--- config.mk ---
export PLATFORM = sky130hd
export DESIGN_NAME = double_ended_queue_top
export DESIGN_NICKNAME = d
export VERILOG_FILES = /design/src/hdl/deq_pkg.sv /design/src/hdl/deq_ctrl.sv /design/src/hdl/deq_datapath.sv /design/src/hdl/double_ended_queue_top.sv
export SDC_FILE = /design/constraint.sdc
export NUM_CORES = 1
export LEC_CHECK = 0
export BUFFER_PORTS_ARGS = -buffer_cell sky130_fd_sc_hd__buf_4
export CORE_MARGIN = 10
export CORE_UTILIZATION = 30
export CTS_BUF_LIST = sky130_fd_sc_hd__clkbuf_8
export CTS_CLUSTER_DIAMETER = 60
export DETAILED_ROUTE_END_ITERATION = 8
export GPL_TIMING_DRIVEN = 0
export PLACE_DENSITY = 0.43
export SYNTH_ARGS = -nofsm -noshare
export SYNTH_HDL_FRONTEND = slang
export SYNTH_HIERARCHICAL = 1
export SYNTH_SLANG_ARGS = --single-unit
--- constraint.sdc ---
create_clock -name clock -period 5.85 [get_ports clock]
set_input_delay 0 -clock clock [delete_from_list [all_inputs] [get_ports clock]]
set_output_delay 0 -clock clock [all_outputs]
set_load 0.01 [all_outputs]
--- src/hdl/deq_pkg.sv ---
// Shared types and constants for the double-ended queue block.
// Used by the controller, the datapath and the top level; depends on nothing.
package deq_pkg;

   localparam int DATA_WIDTH   = 32;
   localparam int ACTION_WIDTH = 3;
   localparam int ERROR_WIDTH  = 2;

   typedef enum logic [ACTION_WIDTH-1:0] {
      ACT_PUSH_BACK  = 3'd0,
      ACT_PUSH_FRONT = 3'd1,
      ACT_POP_BACK   = 3'd2,
      ACT_POP_FRONT  = 3'd3,
      ACT_CLEAR      = 3'd4
   } action_type;

   typedef enum logic [ERROR_WIDTH-1:0] {
      ERR_OK    = 2'd0,
      ERR_EMPTY = 2'd1,
      ERR_FULL  = 2'd2
   } error_type;

   typedef enum logic [1:0] {
      ST_IDLE = 2'd0,
      ST_EXEC = 2'd1,
      ST_RESP = 2'd2
   } state_type;

   // Commands from the controller to the datapath.
   typedef struct packed {
      logic load;
      logic exec;
   } cmd_type;

endpackage

--- src/hdl/deq_ctrl.sv ---
// Controller state machine of the double-ended queue.
// Depends on deq_pkg for the state and command types.
module deq_ctrl (
   input  logic             clock,
   input  logic             reset,
   input  logic             start,
   output logic             busy,
   output logic             rsp_valid,
   output deq_pkg::cmd_type cmd
);

   deq_pkg::state_type state_ff;
   deq_pkg::state_type state_in;

   always_ff @(posedge clock) begin
      if (reset) begin
         state_ff <= deq_pkg::ST_IDLE;
      end else begin
         state_ff <= state_in;
      end
   end

   always_comb begin
      state_in  = state_ff;
      cmd.load  = 1'b0;
      cmd.exec  = 1'b0;
      busy      = 1'b1;
      rsp_valid = 1'b0;
      case (state_ff)
         deq_pkg::ST_IDLE: begin
            busy = 1'b0;
            if (start) begin
               cmd.load = 1'b1;
               state_in = deq_pkg::ST_EXEC;
            end
         end
         deq_pkg::ST_EXEC: begin
            cmd.exec = 1'b1;
            state_in = deq_pkg::ST_RESP;
         end
         deq_pkg::ST_RESP: begin
            rsp_valid = 1'b1;
            state_in  = deq_pkg::ST_IDLE;
         end
         default: begin
            state_in = deq_pkg::ST_IDLE;
         end
      endcase
      // No transaction is taken while reset is held.
      if (reset) begin
         busy     = 1'b1;
         cmd.load = 1'b0;
      end
   end

endmodule

--- src/hdl/deq_datapath.sv ---
// Datapath of the double-ended queue: ring storage, pointers, count and result registers.
// Depends on deq_pkg; driven by the commands of deq_ctrl.
module deq_datapath #(
   parameter int DEPTH = 16
) (
   input  logic                             clock,
   input  logic                             reset,
   input  deq_pkg::cmd_type                 cmd,
   input  logic [deq_pkg::ACTION_WIDTH-1:0] req_action,
   input  logic [deq_pkg::DATA_WIDTH-1:0]   req_push_value,
   output logic [deq_pkg::DATA_WIDTH-1:0]   rsp_popped_value,
   output logic [$clog2(DEPTH+1)-1:0]       rsp_entry_count,
   output logic                             rsp_is_empty,
   output logic [deq_pkg::ERROR_WIDTH-1:0]  rsp_error_code
);

   localparam int IdxWidth = $clog2(DEPTH);
   localparam int CntWidth = $clog2(DEPTH+1);
   localparam logic [IdxWidth-1:0] LastIdx  = IdxWidth'(DEPTH - 1);
   localparam logic [CntWidth-1:0] FullCount = CntWidth'(DEPTH);

   logic [deq_pkg::DATA_WIDTH-1:0] mem [DEPTH];

   deq_pkg::action_type            action_ff;
   logic [deq_pkg::DATA_WIDTH-1:0] value_ff;
   logic [IdxWidth-1:0]            front_ff, front_in;
   logic [IdxWidth-1:0]            back_ff, back_in;
   logic [CntWidth-1:0]            count_ff, count_in;
   logic [deq_pkg::DATA_WIDTH-1:0] rd_data_ff;
   logic                           pop_ok_ff, pop_ok_in;
   deq_pkg::error_type             err_ff, err_in;

   logic                wr_en;
   logic [IdxWidth-1:0] wr_addr;
   logic [IdxWidth-1:0] rd_addr;
   logic [IdxWidth-1:0] front_next, front_prev, back_next, back_prev;
   logic                is_full, no_entries;

   assign front_next = (front_ff == LastIdx) ? '0 : front_ff + IdxWidth'(1);
   assign front_prev = (front_ff == '0) ? LastIdx : front_ff - IdxWidth'(1);
   assign back_next  = (back_ff == LastIdx) ? '0 : back_ff + IdxWidth'(1);
   assign back_prev  = (back_ff == '0) ? LastIdx : back_ff - IdxWidth'(1);
   assign is_full    = (count_ff == FullCount);
   assign no_entries = (count_ff == '0);

   always_comb begin
      front_in  = front_ff;
      back_in   = back_ff;
      count_in  = count_ff;
      wr_en     = 1'b0;
      wr_addr   = back_ff;
      rd_addr   = front_ff;
      pop_ok_in = 1'b0;
      err_in    = deq_pkg::ERR_OK;
      case (action_ff)
         deq_pkg::ACT_PUSH_BACK: begin
            if (is_full) begin
               err_in = deq_pkg::ERR_FULL;
            end else begin
               wr_en    = 1'b1;
               wr_addr  = back_ff;
               back_in  = back_next;
               count_in = count_ff + CntWidth'(1);
            end
         end
         deq_pkg::ACT_PUSH_FRONT: begin
            if (is_full) begin
               err_in = deq_pkg::ERR_FULL;
            end else begin
               wr_en    = 1'b1;
               wr_addr  = front_prev;
               front_in = front_prev;
               count_in = count_ff + CntWidth'(1);
            end
         end
         deq_pkg::ACT_POP_BACK: begin
            if (no_entries) begin
               err_in = deq_pkg::ERR_EMPTY;
            end else begin
               rd_addr   = back_prev;
               back_in   = back_prev;
               count_in  = count_ff - CntWidth'(1);
               pop_ok_in = 1'b1;
            end
         end
         deq_pkg::ACT_POP_FRONT: begin
            if (no_entries) begin
               err_in = deq_pkg::ERR_EMPTY;
            end else begin
               rd_addr   = front_ff;
               front_in  = front_next;
               count_in  = count_ff - CntWidth'(1);
               pop_ok_in = 1'b1;
            end
         end
         deq_pkg::ACT_CLEAR: begin
            front_in = '0;
            back_in  = '0;
            count_in = '0;
         end
         default: begin
         end
      endcase
   end

   // The request is captured in the accepting cycle and carried out in the next one.
   always_ff @(posedge clock) begin
      if (cmd.load) begin
         action_ff <= deq_pkg::action_type'(req_action);
         value_ff  <= req_push_value;
      end
   end

   always_ff @(posedge clock) begin
      if (reset) begin
         front_ff  <= '0;
         back_ff   <= '0;
         count_ff  <= '0;
         pop_ok_ff <= 1'b0;
         err_ff    <= deq_pkg::ERR_OK;
      end else if (cmd.exec) begin
         front_ff  <= front_in;
         back_ff   <= back_in;
         count_ff  <= count_in;
         pop_ok_ff <= pop_ok_in;
         err_ff    <= err_in;
      end
   end

   always_ff @(posedge clock) begin
      if (cmd.exec) begin
         if (wr_en) begin
            mem[wr_addr] <= value_ff;
         end
         rd_data_ff <= mem[rd_addr];
      end
   end

   assign rsp_popped_value = pop_ok_ff ? rd_data_ff : '0;
   assign rsp_entry_count  = count_ff;
   assign rsp_is_empty     = no_entries;
   assign rsp_error_code   = err_ff;

endmodule

--- src/hdl/double_ended_queue_top.sv ---
// Double-ended queue of 32-bit values on a ring of DEPTH entries.
// A transaction is accepted when start is high and busy is low; it then passes
// through the capture, execute and respond steps, with its result strobed on rsp_valid in
// the respond step. busy stays high through the execute and respond steps, so none overlap.
// Synchronous reset empties the queue and holds busy high; storage is not cleared.
// The receiver cannot stall, so results are never held back.
module double_ended_queue_top #(
   parameter int DEPTH = 16
) (
   input  logic                             clock,
   input  logic                             reset,
   input  logic                             start,
   output logic                             busy,
   input  logic [deq_pkg::ACTION_WIDTH-1:0] req_action,
   input  logic [deq_pkg::DATA_WIDTH-1:0]   req_push_value,
   output logic                             rsp_valid,
   output logic [deq_pkg::DATA_WIDTH-1:0]   rsp_popped_value,
   output logic [$clog2(DEPTH+1)-1:0]       rsp_entry_count,
   output logic                             rsp_is_empty,
   output logic [deq_pkg::ERROR_WIDTH-1:0]  rsp_error_code
);

   deq_pkg::cmd_type cmd;

   deq_ctrl u_ctrl (
      .clock     (clock),
      .reset     (reset),
      .start     (start),
      .busy      (busy),
      .rsp_valid (rsp_valid),
      .cmd       (cmd)
   );

   deq_datapath #(
      .DEPTH (DEPTH)
   ) u_datapath (
      .clock            (clock),
      .reset            (reset),
      .cmd              (cmd),
      .req_action       (req_action),
      .req_push_value   (req_push_value),
      .rsp_popped_value (rsp_popped_value),
      .rsp_entry_count  (rsp_entry_count),
      .rsp_is_empty     (rsp_is_empty),
      .rsp_error_code   (rsp_error_code)
   );

endmodule

==> parameters.txt, run 1 <==
Parameter                              Value

Timing
  Unrepaired setup endpoints after global routing    false
  Final worst path period share    71.9%
  Final clock skew    0.0349 ns
  Slew Viols, Final    0
  Actual slew at the worst max-slew pin    1.09 ns
  Count of endpoints failing hold in the final timing report    0
  Number of setup violations in the final report    0
  Highest achievable clock rate    238 MHz
  Worst slew margin    27.1%
  Final critical-path required period    4.20 ns

Finish
  Most common library cell in the layout ignoring fill and taps    sky130_fd_sc_hd__edfxtp_1
  Share of final-layout standard cells stronger than drive strength 1    17.0%
  Commonest cells after routing, fill and taps aside    sky130_fd_sc_hd__edfxtp_1, sky130_fd_sc_hd__mux2i_1, sky130_fd_sc_hd__o22ai_1
  Post-route cell area    28100 um^2
  Layout overhead on the synthesized area    21.7%
  Post-route core utilization    36.9%
  Net total in the final layout    1638

Placement
  Routability congestion estimate from global placement    0.734
  Number of I/O port buffers    79
  Detailed-placement wirelength estimate    38800 um
  Cell area reported after detailed placement    25500 um^2

Hold path
  Type of the worst min-delay path    primary input to flop
  Hold path start    req_push_value[9]

Worst setup path
  Crit. Startpoint    u_datapath/action_ff[0]
  Most frequent CP cell    sky130_fd_sc_hd__clkbuf_1
  Critical setup path kind    flop to flop
  Launching element type of the critical path    flop
  Critical Path Slowest Stage Cell    sky130_fd_sc_hd__clkbuf_1
  Data required, critical path    6.23 ns
  Top delay family on crit path    buffers and inverters
  Series of cell instances along the critical path    clkbuf_1 -> or3b_1 -> buf_2 -> a21oi_4 -> mux2i_1 -> or2_1 -> clkbuf_1 -> clkbuf_1 -> o22ai_1 -> or4_1
  Source of the worst register-to-register timing path    u_datapath/action_ff[0]
  Endpoint class of the critical path    flop
  Max incr delay on CP    0.71 ns
  Signal arrival time at the worst endpoint    4.59 ns
  Buffers & Inverters on Critical Path    4
  Top fanout value on the critical path    10

Yosys
  Post-synthesis async set-or-reset flop share    0%
  Dominant combinational cell family by area after synthesis    multiplexers
  #FFs+latches synth    597
  Area share of fa/ha/maj cells after synthesis    0.433%
  Simple-Gate Fraction of Synth Area    3.94%
  Top_reg_cell synth    sky130_fd_sc_hd__edfxtp_1
  Area fraction in compound gates after synthesis    5.49%
  Number of library cell types mapped by synthesis    55
  Share of synthesized area spent on multiplexers    11.5%
  Synth area leaders    sky130_fd_sc_hd__edfxtp_1, sky130_fd_sc_hd__mux2i_1, sky130_fd_sc_hd__o22ai_1, sky130_fd_sc_hd__dfxtp_1, sky130_fd_sc_hd__or4_1
  Mapped Area    23100 um^2
  Syn avg cell area    17.6 um^2
  Ys Warns    6
  Fraction of post-synthesis cell area in the top cell type by area    75.2%
  Sequential share of the synthesized area    76.7%
  Gate count after technology mapping    1316
  Largest area contributor in the synthesized netlist    sky130_fd_sc_hd__edfxtp_1
  XOR/XNOR Fraction of Synth Area    0.379%
  Post-Syn Nets    1362
  Post-synth EDFFs    579

Global routing
  Total routing resource utilization after global routing    13.8%
  Total grt overflow    0
  Number of global-route vias before repair    13100
  GR Util met2    23.0%
  Global-route wire length before repair    90400 um
  Maximum number of pins on one net before global-route repair    34
  Met1 track demand over resource    18.0%
  Antenna violations before repair    2
  Most congested layer reported by global routing    met2
  Global routing usage on met3    2.47%

Floorplan
  Core footprint    76200 um^2
  Initial core utilization    30.3%
  Height of the die    298 um
  Number of standard-cell rows in the floorplan    101
  Boundary pin count    80
  Die area    88600 um^2
  Width of the chip    298 um

Power
  Largest vdd supply drop    142 uV
  Sw frac    22.3%
  Share of total power in the clock network    41.3%
  Pleak    8.87 nW
  Pwr/cell area    308 nW/um^2
  Total net switching power    1.94 mW
  Share of total power in sequential cells    54.9%
  Total internal power    6.73 mW
  Combinational share of power    3.8%

Clock network
  Clock-pin slew on the worst setup and hold paths    0.06 ns
  Max clock buf depth    3
  Clock latency at the later pin of the worst-skew pair    0.71 ns
  CTS tree    yes
  Root cell of the clock tree    sky130_fd_sc_hd__clkbuf_8
  Cts bufs inserted    104
  Htree depth    3
  Clk sinks    597
  Cts repair resizes    0

Run status
  Outcome    completed

Routing
  1st-iter DRT viols    924
  WL per Instance    23.0 um
  Ratio of routed vias to standard cells    4.69
  Post-detailed-routing wire length    62500 um
  DRC viols    0
  First-pass detailed-route iteration total    5
  Antenna viol nets, final    0
  Number of vias after detailed routing    12700

Flow run
  # Max-Cap Violations    0
-- area by class of cell --
cell class / instances / area (um^2)
Fill cell: 7204 / 48100
Multi-Input combinational cell: 638 / 5160
Tap cell: 1030 / 1290
Buffer: 74 / 328
Sequential cell: 597 / 17700
Timing Repair Buffer: 170 / 1650
Antenna cell: 4 / 10.0
Clock buffer: 107 / 1470
Clock inverter: 86 / 470
Inverter: 7 / 26.3
-- power by group through the flow --
| stage | logic (mW) | registers (mW) | clock network, mW |
|---|---|---|---|
| 6_report | 0.332 | 4.76 | 3.58 |
| 5_1_grt | 0.358 | 4.76 | 3.92 |
| 4_1_cts | 0.338 | 4.76 | 3.71 |
| 3_5_place_dp | 0.301 | 4.85 | 0 |
| 3_3_place_gp | 0.292 | 4.85 | 0 |
| 2_1_floorplan | 0.172 | 4.83 | 0 |
-- sequential cells by signal (all words and copies together), names as in the netlist --
signal,count
u_ctrl/state_ff,2
u_datapath/action_ff,3
u_datapath/back_ff,4
u_datapath/front_ff,4
u_datapath/mem,512
u_datapath/pop_ok_ff,1
u_datapath/rd_data_ff,32
u_datapath/rsp_entry_count,5
u_datapath/rsp_error_code,2
u_datapath/value_ff,32
-- cells by family after synthesis --
kind of cell	Yosys count
compound gates	198
xor+xnor	10
fa+ha+maj	8
buf+inv	81
flops	597
mux	265
simple gates	157
-- final timing paths --
path	endpoint	slack, ns	cells past startpoint
worst max-delay path	u_datapath/rd_data_ff[15]	1.65	10
worst min-delay path	u_datapath/value_ff[9]	0.07	2
worst max register to register	u_datapath/rd_data_ff[15]	1.65	10
worst min register to register	u_datapath/rsp_error_code[0]	0.49	2
-- layer usage --
metal | vias to the layer above | share of wire [%]
met2 | 283 | 48
met4 | 0 | 2.2
met1 | 6484 | 45
li1 | 5863 | -
met5 | - | 0
met3 | 94 | 4.3
-- worst reg2reg max path, stage by stage, from the launching register on --
cell	delay, ns
sky130_fd_sc_hd__edfxtp_1	0.35
sky130_fd_sc_hd__clkbuf_1	0.21
sky130_fd_sc_hd__or3b_1	0.40
sky130_fd_sc_hd__buf_2	0.18
sky130_fd_sc_hd__a21oi_4	0.25
sky130_fd_sc_hd__mux2i_1	0.45
sky130_fd_sc_hd__or2_1	0.17
sky130_fd_sc_hd__clkbuf_1	0.33
sky130_fd_sc_hd__clkbuf_1	0.72
sky130_fd_sc_hd__o22ai_1	0.20
sky130_fd_sc_hd__or4_1	0.66
-- repair_timing --
action	in CTS	in global routing
hold buffers	68	0
hold endpoints to repair	56	0
buffers inserted	0	0
-- metrics by stage --
stage	setup WS (ns)	hold WS [ns]	total power [mW]	instances	TNS, ns
5_1_grt	1.48	0.0240	9.04	2713	0
3_3_place_gp	-5.04	0.180	5.14	2425	-307.28
2_1_floorplan	1.27	0.0758	5.00	1316	0
4_1_cts	1.65	0.00414	8.81	2709	0
6_report	1.65	0.0654	8.67	2713	0
3_5_place_dp	1.67	0.180	5.15	2448	0
-- cells in the mapped netlist, types with 2 or more instances --
| library cell | n |
|---|---|
| sky130_fd_sc_hd__a211o_1 | 2 |
| sky130_fd_sc_hd__ha_1 | 8 |
| sky130_fd_sc_hd__o211ai_1 | 2 |
| sky130_fd_sc_hd__dfxtp_1 | 18 |
| sky130_fd_sc_hd__nor2b_1 | 3 |
| sky130_fd_sc_hd__or2_1 | 2 |
| sky130_fd_sc_hd__buf_4 | 4 |
| sky130_fd_sc_hd__o32ai_1 | 2 |
| sky130_fd_sc_hd__mux2i_1 | 263 |
| sky130_fd_sc_hd__a211oi_1 | 3 |
| sky130_fd_sc_hd__clkbuf_1 | 37 |
| sky130_fd_sc_hd__or4_1 | 34 |
| sky130_fd_sc_hd__nor4b_1 | 3 |
| sky130_fd_sc_hd__o32a_1 | 2 |
| sky130_fd_sc_hd__o22ai_1 | 129 |
| sky130_fd_sc_hd__a21o_1 | 3 |
| sky130_fd_sc_hd__nand2_1 | 19 |
| sky130_fd_sc_hd__nand3_1 | 8 |
| sky130_fd_sc_hd__buf_1 | 5 |
| sky130_fd_sc_hd__nor3_1 | 2 |
| sky130_fd_sc_hd__and2_1 | 32 |
| sky130_fd_sc_hd__o21ai_0 | 14 |
| sky130_fd_sc_hd__nand2b_1 | 9 |
| sky130_fd_sc_hd__buf_2 | 28 |
| sky130_fd_sc_hd__nor2_1 | 34 |
| sky130_fd_sc_hd__mux2_2 | 2 |
| sky130_fd_sc_hd__inv_1 | 7 |
| sky130_fd_sc_hd__nand3b_1 | 2 |
| sky130_fd_sc_hd__xor2_1 | 5 |
| sky130_fd_sc_hd__a21oi_1 | 23 |
| sky130_fd_sc_hd__xnor2_1 | 5 |
| sky130_fd_sc_hd__o31ai_1 | 2 |
| sky130_fd_sc_hd__nor3b_1 | 2 |
| sky130_fd_sc_hd__a22oi_1 | 3 |
| sky130_fd_sc_hd__edfxtp_1 | 579 |
No activity file was read; power rests on OpenSTA's default activity.
==> run 2, diff against run 1 <==
- PLACE_DENSITY: 0.43 -> 0.45
- clock period: 5.85 -> 3.6 ns (I/O delays scaled with it)
==> run 2 against run 1 <==
Effect of this change: final cell count increased by 0.59%; critical path type unchanged; critical endpoint is now u_datapath/rd_data_ff[1]; die area unchanged; fmax increased by 19%; combinational power up 70%.
==> parameters.txt, run 2 (synthesis gave the netlist of run 1 again) <==
Parameter                              Value

Run status
  Outcome    completed

Timing
  Slew Viols, Final    0
  Final clock skew    0.0222 ns
  Worst slew margin    22.9%
  Final setup slack of the worst path    0.0766 ns
  Highest achievable clock rate    284 MHz
  Final critical-path required period    3.52 ns
  Count of endpoints failing hold in the final timing report    0
  Total negative setup slack    0 ns
  Actual slew at the worst max-slew pin    1.14 ns
  Number of setup violations in the final report    0
  Final worst path period share    97.9%
  Unrepaired setup endpoints after global routing    false

Clock network
  Clock-pin slew on the worst setup and hold paths    0.06 ns
  CTS tree    yes
  Clock latency at the later pin of the worst-skew pair    0.69 ns
  Cts bufs inserted    104
  Clk sinks    597
  Htree depth    3
  Max clock buf depth    3
  Root cell of the clock tree    sky130_fd_sc_hd__clkbuf_8

Floorplan
  Boundary pin count    80
  Width of the chip    298 um
  Core footprint    76200 um^2
  Number of standard-cell rows in the floorplan    101
  Die area    88600 um^2
  Initial core utilization    30.3%
  Height of the die    298 um

Finish
  Top flop regs    u_datapath/mem x512, u_datapath/rd_data_ff x32, u_datapath/value_ff x32
  Max FFs per register    512
  Commonest cells after routing, fill and taps aside    sky130_fd_sc_hd__edfxtp_1, sky130_fd_sc_hd__mux2i_1, sky130_fd_sc_hd__o22ai_1
  Layout overhead on the synthesized area    23.8%
  Most common library cell in the layout ignoring fill and taps    sky130_fd_sc_hd__edfxtp_1
  Share of final-layout standard cells stronger than drive strength 1    20.0%
  Most flop-heavy register    u_datapath/mem
  Post-route cell area    28600 um^2
  Post-route core utilization    37.6%
  # fillers    7151
  Net total in the final layout    1662

Routing
  First-pass detailed-route iteration total    5
  1st-iter DRT viols    737
  DRC viols    0
  Antenna viol nets, final    0
  Post-detailed-routing wire length    62500 um
  WL per Instance    22.9 um
  Ratio of routed vias to standard cells    4.69
  Met1 WL    27500 um
  Detail Route met2 WL    30300 um
  Number of vias after detailed routing    12800
  Top routing layer used    met4
  Met3 layer wire length in the routed design    3060 um

Power
  Pleak    9.11 nW
  Pwr/cell area    483 nW/um^2
  Largest vdd supply drop    202 uV
  Overall Power    13.8 mW

Worst setup path
  Reg-to-reg endpoint    u_datapath/rd_data_ff[1]
  Critical setup path kind    flop to flop
  Max incr delay on CP    0.64 ns
  Endpoint class of the critical path    flop
  Top delay family on crit path    simple AND/OR/NAND/NOR gates
  Launching element type of the critical path    flop
  R2R depth    11
  Data required, critical path    3.97 ns
  Series of cell instances along the critical path    or3b_1 -> buf_2 -> a21oi_4 -> buf_12 -> mux2i_4 -> buf_4 -> buf_8 -> buf_6 -> mux2i_1 -> o22ai_1 -> or4_1
  Source of the worst register-to-register timing path    u_datapath/action_ff[2]
  Buffers & Inverters on Critical Path    5
  Critical Path Slowest Stage Cell    sky130_fd_sc_hd__or4_1
  Top fanout value on the critical path    10
  Reg-to-reg slack, setup    0.08 ns
  Signal arrival time at the worst endpoint    3.90 ns

Hold path
  Hold path start    req_push_value[2]
  Type of the worst min-delay path    primary input to flop
  Worst Hold Path EP    u_datapath/value_ff[2]
  Worst hold path stage count    2

Global routing
  Total routing resource utilization after global routing    13.8%
  Number of global-route vias before repair    13500
  Antenna violations before repair    4
  Total grt overflow    0
  Maximum number of pins on one net before global-route repair    34
  Global-route wire length before repair    90800 um

Placement
  Number of I/O port buffers    79
  Detailed-placement wirelength estimate    38500 um
  Routability congestion estimate from global placement    0.713
  Worst slack after detailed placement    -0.558 ns
  Cell area reported after detailed placement    25500 um^2

Flow run
  # Max-Cap Violations    0
## run 2: metrics by stage
stage | cells | hold WS [ns]
CTS | 2721 | 0.000317
floorplan | 1316 | 0.0758
detailed placement | 2445 | 0.180
finish | 2729 | 0.0584
global route | 2729 | 0.0404
global placement | 2425 | 0.180
## run 2: how the worst max path moves through the flow
| stage | cells after the start | from | end | slack, ns |
|---|---|---|---|---|
| floorplan | 7 | u_ctrl/state_ff[0] | u_datapath/mem[4][0] | 0.03 |
| global placement | 7 | u_ctrl/state_ff[0] | u_datapath/mem[15][16] | -2.62 |
| detailed placement | 9 | u_datapath/action_ff[0] | u_datapath/rd_data_ff[6] | -0.56 |
| CTS | 10 | u_datapath/action_ff[0] | u_datapath/rd_data_ff[1] | -0.03 |
| global route | 9 | u_datapath/back_ff[0] | u_datapath/rd_data_ff[26] | 0.004 |
| finish | 11 | u_datapath/action_ff[2] | u_datapath/rd_data_ff[1] | 0.08 |
## run 2: what timing repair did
item,4_1_cts,5_1_grt
hold buffers,66,0
pin swaps,16,0
hold endpoints to repair,78,0
gates resized for setup,67,22
setup endpoints to repair,544,544
buffers inserted,23,9
## run 2: metal layers
layer	vias up	global-route usage, %
li1	5905	-
met1	6501	17.8
met2	289	22.8
met3	94	2.81
met4	0	4.98
met5	-	0
## run 2: final cells by class
cell class | count | area, um^2 | area share, %
inverter | 7 | 26.3 | 0.0918
clock inverter | 82 | 384 | 1.34
timing repair buffer | 197 | 2000 | 7.00
multi-input combinational | 638 | 5190 | 18.1
clock buffer | 106 | 1460 | 5.10
tap | 1030 | 1290 | 4.50
antenna | 1 | 2.50 | 0.00874
buffer | 71 | 519 | 1.81
sequential | 597 | 17700 | 62.0
## run 2: where the power goes
group / total [mW] / switching [mW] / internal, mW
Combinational: 0.565 / 0.312 / 0.253
Clock: 5.52 / 2.72 / 2.80
Sequential: 7.74 / 0.0738 / 7.66
Total: 13.8 / 3.11 / 10.7
